==> src/rtl/fur_div.sv <==
`timescale 1ns / 1ps
`default_nettype none

// Pipelined restoring divider, one quotient bit per stage
module fur_div #(
  parameter int NW  = 44,
  parameter int DVW = 31,
  parameter int QW  = 14,
  parameter int SBW = 2
) (
  input  wire logic           clk_i,
  input  wire logic           rst_ni,
  input  wire logic           en_i,
  input  wire logic           valid_i,
  input  wire logic [NW-1:0]  num_i,
  input  wire logic [DVW-1:0] den_i,
  input  wire logic [SBW-1:0] side_i,
  output logic                valid_o,
  output logic [QW-1:0]       quot_o,
  output logic                rem_nz_o,
  output logic [SBW-1:0]      side_o
);

  localparam int WW = (NW > DVW + QW) ? NW : DVW + QW;

  logic           v_q    [QW+1];
  logic [WW-1:0]  rem_q  [QW+1];
  logic [DVW-1:0] den_q  [QW+1];
  logic [QW-1:0]  quo_q  [QW+1];
  logic [SBW-1:0] side_q [QW+1];

  always_comb begin
    v_q[0]    = valid_i;
    rem_q[0]  = WW'(num_i);
    den_q[0]  = den_i;
    quo_q[0]  = '0;
    side_q[0] = side_i;
  end

  for (genvar k = 0; k < QW; k++) begin : g_stage
    localparam int Bit = QW - 1 - k;
    logic [WW-1:0] dsh;
    logic          take;

    // Subtract the shifted divisor where it fits
    assign dsh  = WW'(den_q[k]) << Bit;
    assign take = rem_q[k] >= dsh;

    always_ff @(posedge clk_i or negedge rst_ni) begin
      if (!rst_ni) begin
        v_q[k+1] <= 1'b0;
      end else if (en_i) begin
        v_q[k+1] <= v_q[k];
      end
    end

    always_ff @(posedge clk_i) begin
      if (en_i) begin
        rem_q[k+1]  <= take ? rem_q[k] - dsh : rem_q[k];
        den_q[k+1]  <= den_q[k];
        quo_q[k+1]  <= take ? (quo_q[k] | (QW'(1) << Bit)) : quo_q[k];
        side_q[k+1] <= side_q[k];
      end
    end
  end

  assign valid_o  = v_q[QW];
  assign quot_o   = quo_q[QW];
  assign rem_nz_o = rem_q[QW] != '0;
  assign side_o   = side_q[QW];

endmodule

`default_nettype wire

==> config.mk <==
export PLATFORM = sky130hd
export DESIGN_NAME = fur_div
export DESIGN_NICKNAME = d
export VERILOG_FILES = /design/src/rtl/fur_div.sv
export SDC_FILE = /design/constraint.sdc
export NUM_CORES = 2
export LEC_CHECK = 0
export BUFFER_PORTS_ARGS = -buffer_cell sky130_fd_sc_hd__buf_2
export CAP_MARGIN = 20
export CORE_MARGIN = 2
export CORE_UTILIZATION = 30
export DETAILED_ROUTE_END_ITERATION = 6
export PLACE_DENSITY = 0.44
export SYNTH_ARGS = -nofsm -noshare
export SYNTH_HDL_FRONTEND = slang
export SYNTH_SLANG_ARGS = --single-unit
export TNS_END_PERCENT = 50
==> constraint.sdc <==
create_clock -name clk_i -period 3.5 [get_ports clk_i]
set_input_delay 0.525 -clock clk_i [delete_from_list [all_inputs] [get_ports clk_i]]
set_output_delay 0.525 -clock clk_i [all_outputs]
set_load 0.03 [all_outputs]
* Yosys cells after proc, flatten, opt, wreduce, memory -nomap -nowiden *
Cells that the tools add are included.

word-level totals
  register bits = 1271
  input bits = 81
  output and inout bits = 18
  logic and storage cells = 127

cells by class
  $add $sub $neg = 14
  order comparisons = 14
  multiplexer cells = 15
  reduce and logical (&&, ||, !) cells = 1

operators with widths
  operator             count
  $mux W45             13
  $ge A45 B31 Y1       1
  $ge A45 B32 Y1       1
  $ge A45 B33 Y1       1
  $ge A45 B34 Y1       1
  $ge A45 B35 Y1       1
  $ge A45 B36 Y1       1
  $ge A45 B37 Y1       1
  $ge A45 B38 Y1       1
  $ge A45 B39 Y1       1
  $ge A45 B40 Y1       1
  $ge A45 B41 Y1       1
  $ge A45 B42 Y1       1
  $ge A45 B43 Y1       1
  $reduce_bool A45 Y1  1
  $sub A44 B44 Y45     1
  $sub A45 B31 Y45     1
  $sub A45 B32 Y45     1
  $sub A45 B33 Y45     1
  $sub A45 B34 Y45     1
  $sub A45 B35 Y45     1
  $sub A45 B36 Y45     1
  $sub A45 B37 Y45     1
  $sub A45 B38 Y45     1
  8 further kinds      8

* Logic depth before layout (Yosys ltp) *
  depth in word-level cells = 2
  depth in mapped cells = 17
  mapped depth without buffers = 15

* Worst setup path after synthesis *
No wires, ideal clock.

  kind = input -> register
  start = input num_i[13]
  end = register rem_q[599] (netlist bit) (data pin)
  setup time = 0.260 ns
  arrival = 3.608 ns
  data required time = 3.240 ns
  path slack = -0.367 ns
  stages = 15
  buffers on the path = 1
  cells stage by stage = inv_1 ha_1 inv_1 fa_1 a21o_1 a21oi_1 o21bai_1 a41o_1 a221oi_1 o21a_1 o21ai_0 a31oi_1 o21ba_2 buf_2 mux2_2

on the way
  cells in the longest elaborated chain, start to end = 2
  elaborated cells on any way between the ends = 3
  classes of those cells = add/sub: 1; order compare: 1; mux: 1

RTL lines
  item                                                       RTL line  RTL
  start: declaration                                         15        input wire logic [NW-1:0] num_i,
  $sub A44 B44 Y45 / $ge A44 B44 Y1 (equally long branches)  59, 47
  $mux W44 (*)                                               59        rem_q[k+1] <= take ? rem_q[k] - dsh : rem_q[k];
  end signal: indexed assignment                             59
  end: declaration                                           27        logic [WW-1:0] rem_q [QW+1];

Every way passes the cells marked *; elsewhere a longest branch is shown, timed or not.
A chain may end at the register's enable or synchronous reset.

* Final worst setup path *
  start = register den_q[135] (netlist bit)
  end = register rem_q[178] (netlist bit) (data pin)

on the way
  cells in the longest elaborated chain, start to end = 2
  elaborated cells on any way between the ends = 3
  classes of those cells = add/sub: 1; order compare: 1; mux: 1

RTL lines
  item                                                       RTL line  RTL
  start: declaration                                         28        logic [DVW-1:0] den_q [QW+1];
  start signal: indexed assignment                           60        den_q[k+1] <= den_q[k];
  $sub A45 B34 Y45 / $ge A45 B34 Y1 (equally long branches)  59, 47
  $mux W45 (*)                                               59

Marks and branches as above.

==> results_dict.tcl <==
set metrics [dict create \
    outcome "finished, violations left" \
    violations "setup timing" \
    p_clk_share_pct 21.8 \
    numCtsBuffers 152 \
    fp.dieH_um 474 \
    drc 0 \
    wl_per_cell_um 16.5 \
    grt_overflow 0 \
    synth.area.top_cells "edfxtp_1, ha_1, o21ai_0" \
    syn_area_um2 66200 \
    cts_tree "yes" \
    p_seq_share_pct 32.7 \
    grt_max_degree 112 \
    required_ns 4.02 \
    cts_htree_levels 4 \
    leakage_nw 35.2 \
    setup.worst_path.start_class "register" \
    p_per_area_nw_per_um2 798 \
    met2_usage_pct 29.0 \
    reg2reg_setup_slack_ns -0.24 \
    combPwrFrac_pct 45.5 \
    min-delay-start "num_i[14]" \
    clock_sinks 1180 \
    rsz0062_at_grt "yes" \
    swShare_pct 35.1 \
    final_cell_mix "edfxtp_1, buf_4, inv_1" \
    viasPerCell 4.67 \
    setup_viol 77 \
    yosysTopAreaCell "edfxtp_1" \
    fmax_ghz 0.267 \
    hold_viol 0 \
    synth_top_area_share_pct 52.9 \
    arrival_ns 4.26 \
    synth_area_per_cell_um2 10.9 \
    design_area_um2 86300 \
    io_pins 99 \
    final_max_slew_viol_count 0 \
    rr_endpoint "rem_q[178]" \
    synthesis.nets 6601 \
    fin_setup_tns_ns -6.47 \
    cpPeakStageDelay_ns 0.48 \
    nets 7880 \
    cap_violations 0 \
    grt_use_total_pct 14.9 \
    dieArea_um2 224000 \
    ys_ff_latch 1180 \
    path_cells "inv_2 -> ha_4 -> a21o_1 -> a21o_1 -> a221o_1 -> o41a_1 -> a221o_1 -> a21oi_2 -> o21ba_4 -> a21oi_2 -> or3_4 -> or3b_1 -> xnor2_1" \
    clock-root-buffer "clkbuf_16" \
    ys_types 86 \
    first_pass_iters 7 \
    antenna_found_initial 1 \
    async_flop_share_pct 1.19 \
    grt_pass1_vias 50555 \
    fin_cells 10341 \
    hpwl_mm 132 \
    die_w_um 474 \
    worstHoldPathCells 2 \
    setup.worst_path.end_class "register" \
    ys_seq_area_share_pct 53.5 \
    detailed_place.area_um2 77800 \
    synth-edff-count 1166 \
    synthFlopType "edfxtp_1" \
    holdPathEnd "rem_q[599]" \
    num_rows 172 \
    fin_ws_ns -0.239 \
    fin_crit_ns 3.74 \
    area_delta_synth_final_pct 30.4 \
    netlist_instances 6072 \
    yosysWarningCount 0 \
    dp_cells 9918 \
    gp_congestion 0.874 \
    fillers 21210 \
    multi_input_area_um2 30000 \
    top_usage_layer "met2" \
    clock_latency_ns 0.79 \
    ir_worst_vdd_mv 0.455 \
    p_switching_w 0.0241 \
    slew_headroom_pct 43.6 \
    use_met3_pct 2.01 \
    routed_wl_mm 171 \
    skew_ns 0.0275 \
    cpMaxStageDelayCell "o41a_1" \
    antenna_cells 0 \
    cp_max_fo 3 \
    io_buffer_count 98 \
    final_util_pct 39.3 \
    fin_crit_sh_pct 107 \
    initial_core_util_pct 30.1 \
    coreArea_um2 220000 \
    regArea_um2 35400 \
    worst_pin_slew_ns 0.839 \
    vias 48338 \
    layout_commonest_cell "edfxtp_1" \
    p_int_w 0.0447 \
    crit_type "register to register" \
    drtIter0Drc 1961 \
    met1_usage_pct 14.5 \
    hp-class "input port to register" \
    drive_gt1_share_pct 25.1 \
    clk_pin_slew_ns 0.05 \
    reg2regPathDepth 13 \
    grt_pass1_wl_mm 264 \
    ant_nets 0 \
    timing.rr.start "den_q[135]" \
    ctsLongestPathBuffers 3 \
]
## area by class of cell
cell class / count / share of cell area (%)
Clock buffer: 184 / 4.65
Clock inverter: 89 / 0.940
Inverter: 557 / 2.42
Multi-Input combinational cell: 4153 / 34.8
Sequential cell: 1180 / 41.0
Tap cell: 2871 / 4.16
Timing Repair Buffer: 1307 / 12.0
## Yosys cell counts (all sizes together) (58+ instances only)
cell and n:
a21o 220, nand2 554, ha 434, nand3 122, edfxtp 1166, xnor2 247, inv 557, a21oi 466
clkbuf 149, nand4 79, xor2 220, nor4 58, nor3 93, nand2b 72, nor2 328, mux2 83
o21ai 503, nor2b 73
## cell families (layout without fill, tap and decap cells)
family	after synthesis	count (layout)	synth area share, %
buffers and inverters	739	2137	4.32
adders and majority gates	448	448	8.63
xor gates and xnor gates	467	467	6.18
DFF	1180	1180	53.5
muxes	88	88	1.49
AOI/OAI and AO/OA	1604	1604	14.8
and+or+nand+nor	1546	1546	11.1
## critical path: cells and delay by family, from the launching register on
family	cells	cell delay (ns)
flip-flops	1	0.39
XOR/XNOR	1	0.13
adder cells (fa/ha/maj)	1	0.20
AO/OA/AOI/OAI	8	1.95
AND/OR/NAND/NOR	2	0.72
buffers and inverters	1	0.09
## sequential cells by signal, summed over array words and instances, names as in the netlist
signal	cells
valid_o	1
side_q	26
v_q	13
den_q	403
quot_o	14
side_o	2
rem_q	630
quo_q	91
## worst max-delay path by stage
stage | startpoint | slack (ns) | endpoint
2_1_floorplan | rem_q[194] | -0.05 | rem_q[178]
3_3_place_gp | rem_q[183] | -0.58 | rem_q[178]
3_5_place_dp | den_q[124] | -0.62 | rem_q[178]
4_1_cts | den_q[135] | -0.25 | rem_q[178]
5_1_grt | den_q[248] | -0.35 | rem_q[358]
6_report | den_q[135] | -0.24 | rem_q[178]
## power by group through the flow
stage                     registers (W)  logic, W  clock network (W)
after floorplan                  0.0219    0.0181                  0
after global placement           0.0228    0.0290                  0
after detailed placement         0.0227    0.0292                  0
after CTS                        0.0225    0.0304             0.0156
after global routing             0.0229    0.0347             0.0161
final                            0.0225    0.0313             0.0150
## routing by layer
| metal | routed length, um | up-vias |
|---|---|---|
| li1 | - | 24787 |
| met1 | 62600 | 22439 |
| met2 | 91800 | 705 |
| met3 | 4250 | 407 |
| met4 | 12000 | 0 |
| met5 | 0 | - |
## repair_timing
item,CTS,global route
pin swaps,62,124
setup endpoints to repair,405,413
gates resized for setup,204,292
buffers inserted,32,45
endpoints found under the hold margin,87,0
gates cloned,5,5
hold buffers,74,0
## per-stage QoR
| step | power, W | hold slack (ns) | setup slack (ns) |
|---|---|---|---|
| 6_report | 0.0688 | 0.122 | -0.239 |
| 5_1_grt | 0.0737 | 0.0710 | -0.349 |
| 4_1_cts | 0.0685 | 0.0283 | -0.253 |
| 3_5_place_dp | 0.0519 | 0.405 | -0.616 |
| 3_3_place_gp | 0.0518 | 0.400 | -0.580 |
| 2_1_floorplan | 0.0400 | 0.229 | -0.0480 |
No activity file was read; power rests on OpenSTA's default activity.
