<file path="src/rtl/fur_isqrt.sv">
`timescale 1ns / 1ps
`default_nettype none

// Pipelined integer square root, one root bit per stage
module fur_isqrt #(
  parameter int SW  = 42,
  parameter int DW  = 21,
  parameter int SBW = 8
) (
  input  wire logic           clk_i,
  input  wire logic           rst_ni,
  input  wire logic           en_i,
  input  wire logic           valid_i,
  input  wire logic [SW-1:0]  sq_i,
  input  wire logic [SBW-1:0] side_i,
  output logic                valid_o,
  output logic [DW-1:0]       root_o,
  output logic [SBW-1:0]      side_o
);

  localparam int RW = SW + 2;

  logic           v_q    [DW+1];
  logic [RW-1:0]  rem_q  [DW+1];
  logic [DW-1:0]  res_q  [DW+1];
  logic [SBW-1:0] side_q [DW+1];

  // Stage zero is the input itself
  always_comb begin
    v_q[0]    = valid_i;
    rem_q[0]  = RW'(sq_i);
    res_q[0]  = '0;
    side_q[0] = side_i;
  end

  for (genvar k = 0; k < DW; k++) begin : g_stage
    localparam int Bit = DW - 1 - k;
    logic [RW-1:0] diff;
    logic          take;

    // Trial value (res + 2^bit)^2 - res^2
    assign diff = (RW'(res_q[k]) << (Bit + 1)) + (RW'(1) << (2 * Bit));
    assign take = rem_q[k] >= diff;

    always_ff @(posedge clk_i or negedge rst_ni) begin
      if (!rst_ni) begin
        v_q[k+1] <= 1'b0;
      end else if (en_i) begin
        v_q[k+1] <= v_q[k];
      end
    end

    always_ff @(posedge clk_i) begin
      if (en_i) begin
        rem_q[k+1]  <= take ? rem_q[k] - diff : rem_q[k];
        res_q[k+1]  <= take ? (res_q[k] | (DW'(1) << Bit)) : res_q[k];
        side_q[k+1] <= side_q[k];
      end
    end
  end

  assign valid_o = v_q[DW];
  assign root_o  = res_q[DW];
  assign side_o  = side_q[DW];

endmodule

`default_nettype wire

</file>
<file path="config.mk">
export PLATFORM = sky130hd
export DESIGN_NAME = fur_isqrt
export DESIGN_NICKNAME = d
export VERILOG_FILES = /design/src/rtl/fur_isqrt.sv
export SDC_FILE = /design/constraint.sdc
export NUM_CORES = 2
export LEC_CHECK = 0
export BUFFER_PORTS_ARGS = -buffer_cell sky130_fd_sc_hd__buf_2
export CORE_MARGIN = 5
export CORE_UTILIZATION = 46
export CTS_BUF_LIST = sky130_fd_sc_hd__clkbuf_8 sky130_fd_sc_hd__clkbuf_16
export DETAILED_ROUTE_END_ITERATION = 10
export PLACE_DENSITY = 0.69
export SYNTH_ARGS = -nofsm -noshare
export SYNTH_HDL_FRONTEND = slang
export SYNTH_SLANG_ARGS = --single-unit
</file>
<file path="constraint.sdc">
create_clock -name clk_i -period 3.9 [get_ports clk_i]
set_input_delay 0.585 -clock clk_i [delete_from_list [all_inputs] [get_ports clk_i]]
set_output_delay 0.585 -clock clk_i [all_outputs]
set_load 0.005 [all_outputs]
</file>
======== After elaboration in Yosys (flattened, before gate mapping) ========
Index checks and enable logic that the tools add are counted.
W data, S select, Z words.
storage, ports and cells
  flip-flop bits (word level) ............. 1,509
  latch bits .............................. 0
  memory bits (writable) .................. 0
  ROM bits ................................ 0
  input port bits ......................... 54
  word-level logic and storage cells ...... 186
  memories ................................ 0
cells by class
  add/sub/neg operators ................... 40
  multipliers ............................. 0
  div/mod/pow operators ................... 0
  order comparisons ....................... 21
  eq/ne operators ......................... 0
  shift-type cells ........................ 0
  multiplexer cells ....................... 21
  bitwise gates (word level) .............. 0
  reductions and logical operators ........ 0
operators with widths
  operator          number
  $mux W44          19
  $ge A44 B23 Y1    1
  $ge A44 B24 Y1    1
  $ge A44 B25 Y1    1
  $ge A44 B26 Y1    1
  $ge A44 B27 Y1    1
  $ge A44 B28 Y1    1
  $ge A44 B29 Y1    1
  $ge A44 B30 Y1    1
  $ge A44 B31 Y1    1
  $ge A44 B32 Y1    1
  $ge A44 B33 Y1    1
  $ge A44 B34 Y1    1
  $ge A44 B35 Y1    1
  $ge A44 B36 Y1    1
  $ge A44 B37 Y1    1
  $ge A44 B38 Y1    1
  $ge A44 B39 Y1    1
  $ge A44 B40 Y1    1
  $ge A44 B41 Y1    1
  $ge A44 B42 Y1    1
  $sub A44 B24 Y44  1
  $sub A44 B25 Y44  1
  $sub A44 B26 Y44  1
  40 further kinds  40

======== Logic depth before layout (Yosys ltp) ========
  word-level depth ........................ 3
  depth in mapped cells ................... 13
  gate-level depth less buffers ........... 11

======== Worst setup path before layout ========
Ideal clock, no wire load.
  path kind ............................... reg2reg
  start ................................... reg rem_q[238] (netlist bit)
  end ..................................... reg rem_q[214] (netlist bit) (data pin)
  library setup time ...................... 267 ps
  arrival ................................. 2,932 ps
  data required time ...................... 3,633 ps
  setup slack ............................. 700 ps
  stages on the path, launching flop included .. 12
  period minus slack after synthesis ...... 3,200 ps
  path through ............................ edfxtp_1 ha_1 and3_1 clkbuf_1 a221oi_1 o21ai_1 a2111oi_2 nor3_1 or4_1 buf_2 nor4b_2 xor2_1
between the ends
  cells in the longest elaborated chain, start to end .. 2
  elaborated cells between the ends (all ways) .. 3
  classes of those cells .................. add/sub (1); order compare (1); mux (1)
ends and longest elaborated chain
  element                                                    line    text
  start, declared                                            24      logic [RW-1:0] rem_q [DW+1];
  start signal, assigned by index                            55      rem_q[k+1] <= take ? rem_q[k] - diff : rem_q[k];
  $sub A44 B27 Y44 / $ge A44 B27 Y1 (equally long branches)  55, 43
  $mux W44 *                                                 55
Mark *: on every way between the ends. The rest lies on a longest branch, timed or not.
A chain may end at the register's enable or synchronous reset.

======== Final worst setup path ========
  start ................................... reg rem_q[332] (netlist bit)
  end ..................................... reg rem_q[304] (netlist bit) (data pin)
between the ends
  cells in the longest elaborated chain, start to end .. 2
  elaborated cells between the ends (all ways) .. 3
  classes of those cells .................. add/sub (1); order compare (1); mux (1)
ends and longest elaborated chain
  element                                                    line
  $sub A44 B29 Y44 / $ge A44 B29 Y1 (equally long branches)  55, 43
  $mux W44 *                                                 55
Marked as above.

==> results.cfg <==
[sta]
finalClockSkew_ps = 26.4
min_period_over_period_pct = 96.6
hold_viol = 0
fmax_mhz = 266
slew_headroom_pct = 35.9
hold_ws_ps = 79.1
setup_ws_ps = 134
rsz0062_at_grt = false
slew_viol_final = 0
tightestPinTransition_ps = 953
setup_violations = 0
fin_tns_setup_ps = 0
min_period_ps = 3770

[worst_setup_path]
crit_family = simple AND/OR/NAND/NOR gates
cp_slowest_cell = nor4_1
path_cells = ha_1 -> and3_1 -> nand3_1 -> nor4_1 -> or4_4 -> nand2_1 -> o21ai_1 -> nor3b_1 -> xor2_1
startpoint = rem_q[332]
crit_buf_inv = 0
crit_required_ps = 4380
crit_fanout = 8
rr_worst_depth = 9
reg2reg_to = rem_q[304]
cpPeakStageDelay_ps = 890
crit_type = flip-flop to flip-flop
critPathArrivalTime_ps = 4250
rrSetupSlack_ps = 130
worstReg2RegStart = rem_q[332]
crit_path_end_kind = flip-flop
cp-endpoint = rem_q[304]
crit_cells = 9
critPathLaunchType = flip-flop

[status]
status = finished, final reports clean

[placement]
place_ws_ps = 65.8
portBuffers = 83
place.gp.congestion = 0.931
hpwl_mm = 76.6
placedCellCount = 6017

[logic_synthesis]
syn_nets = 4590
yosysWarningCount = 0
synthTopCellsByArea = edfxtp_1 66%, ha_1 5.3%, xor2_1 3.2%, xnor2_1 2.7%, inv_1 2.0%
synthCells = 4288
synth_async_sr_flop_share_pct = 1.62
synth_area_leader_cell = edfxtp_1
ys.flop_type = edfxtp_1
synth_top_area_share_pct = 65.7
seq_area_frac_synth_pct = 66.6
synth_edf_count = 1278
yosys_register_bits = 1299
synth_area_mm2 = 0.0584
syn_avg_cell_area_um2 = 13.6
synth_cell_types = 89

[final_layout]
fillers = 10300
drive_above_1_share_pct = 9.60
antennaDiodeCount = 0
most-common-layout-cells = 1278 x edfxtp_1, 343 x inv_1, 254 x nor2_1
syn2layout_area_growth_pct = 13.0
fin_cells = 6305
final_common_cell = edfxtp_1
layout.nets = 4854

[die]
rows = 130
fp.coreArea_mm2 = 0.126
die_h_um = 366
die-area_mm2 = 0.134
io_pins = 84
die_w_um = 366
initial_core_util_pct = 46.4

[power]
p_total_w = 0.0356
cellPowerDensity_mw_per_mm2 = 540
power_leakage_nw = 24.8
ir_drop_v = 0.000435

[clock_tree]
cts_buffers = 134
worstSkewPairLatency_ps = 760
htree_levels = 4
root_buffer = clkbuf_16
cts_max_path_buffers = 3
cts_tree = built
postCtsSetupBuffers = 0
clk_pin_slew_ps = 60
cts.sink_count = 1299

[global_routing]
grt_pass1_wl_mm = 173
grtUsageTotal_pct = 15.9
grt_pass1_vias = 34300
antenna_found_initial = 1
grt_start_max_net_pins = 166
overflow = 0

[route]
num_vias = 34000
routed_wl_mm = 108
postRouteAntennaNets = 0
drtIter0Drc = 2324
drc = 0
dr.pass1.iters = 8
wl_per_cell_um = 17.1
viasPerCell = 5.40

[run]
maxCapViolCount = 0

[min_path]
hold_path.class = input pin to flip-flop
-- how the worst min path moves through the flow --
| stage | start | end | slack [ps] | depth (start not counted) |
|---|---|---|---|---|
| 2_1_floorplan | rst_ni | v_q[10] | 290 | 0 |
| 3_3_place_gp | side_q[141] | side_q[133] | 400 | 0 |
| 3_5_place_dp | side_q[14] | side_o[6] | 400 | 0 |
| 4_1_cts | valid_i | v_q[20] | 10 | 2 |
| 5_1_grt | valid_i | v_q[20] | 30 | 2 |
| 6_report | valid_i | v_q[20] | 80 | 2 |
-- flip-flops by register name, indices dropped and copies added, names as in the netlist --
name / flops
rem_q: 879
res_q: 210
root_o: 21
side_o: 8
side_q: 160
v_q: 20
valid_o: 1
-- final cells by class --
| class | instances | area, um^2 | area share, % |
|---|---|---|---|
| clock buffers | 136 | 3400 | 5.16 |
| multi-input cells | 2593 | 18000 | 27.2 |
| well taps | 1650 | 2060 | 3.13 |
| clock inverters | 103 | 843 | 1.28 |
| flip-flops and latches | 1299 | 38900 | 59.0 |
| inverters | 318 | 1190 | 1.81 |
| repair buffers | 206 | 1600 | 2.43 |
-- power breakdown --
group / switching, W / total (W) / leakage [nW] / internal [W]
Combinational: 0.00289 / 0.00510 / 10.1 / 0.00220
Sequential: 0.000992 / 0.0182 / 12.5 / 0.0173
Clock: 0.00528 / 0.0123 / 2.18 / 0.00699
Total: 0.00916 / 0.0356 / 24.8 / 0.0264
-- metrics by stage --
| step | instance area, um^2 | utilization, % |
|---|---|---|
| 4_1_cts | 66000 | 52.4 |
| 3_3_place_gp | 61200 | 48.6 |
| 3_5_place_dp | 61200 | 48.6 |
| 5_1_grt | 66000 | 52.4 |
| 2_1_floorplan | 58400 | - |
| 6_report | 66000 | 52.4 |
-- cell families after synthesis --
logic type | count (synthesis) | synth area share (%)
fa+ha+maj | 248 | 5.31
xor+xnor | 391 | 5.86
simple gates | 1194 | 10.9
mux | 64 | 1.23
flops | 1299 | 66.6
buf+inv | 396 | 2.67
other cells | 1 | 0.00642
compound gates | 695 | 7.46
-- repair_timing --
| item | 4_1_cts | 5_1_grt |
|---|---|---|
| hold endpoints to repair | 69 | 0 |
| hold buffers | 49 | 0 |
| resized for setup | 0 | 1 |
| setup endpoints to repair | 0 | 1 |
-- cells in the mapped netlist (10+ instances only) --
library cell / number
a31oi_1: 18
xnor2_1: 180
nand4_1: 57
or2_2: 22
or4_1: 39
nand3b_1: 12
edfxtp_1: 1278
or3_1: 60
clkbuf_1: 44
o31ai_1: 18
nor3_1: 121
nor2_1: 254
and3_1: 18
nor3b_1: 10
nand3_1: 67
nor4_1: 159
o21a_1: 48
dfrtp_1: 21
o21ai_0: 159
nand2_1: 217
o21bai_1: 18
and2_1: 12
o211ai_1: 16
xor2_1: 211
inv_1: 315
a21oi_1: 219
a211oi_1: 23
nand4b_1: 21
buf_2: 18
a21o_1: 72
nand2b_1: 39
nor4b_1: 18
nor2b_1: 30
mux2_2: 56
ha_1: 248
a21boi_0: 13
-- worst reg2reg max path, delay by kind of cell (launching register included) --
kind            cells  cell delay, ps
simple gates        6            2080
compound gates      1             530
flops               1             390
fa+ha+maj           1             390
xor+xnor            1             100
-- per-layer routing --
layer	part of all wire, %	routed length (um)	vias up	global-route usage, %
met3	3.5	3710	269	2.81
met1	39	41500	16400	17.0
met4	4.6	4980	0	7.87
met5	0	0	-	0
met2	53	57400	689	30.0
li1	-	-	16700	-
No activity file was read; power rests on OpenSTA's default activity.
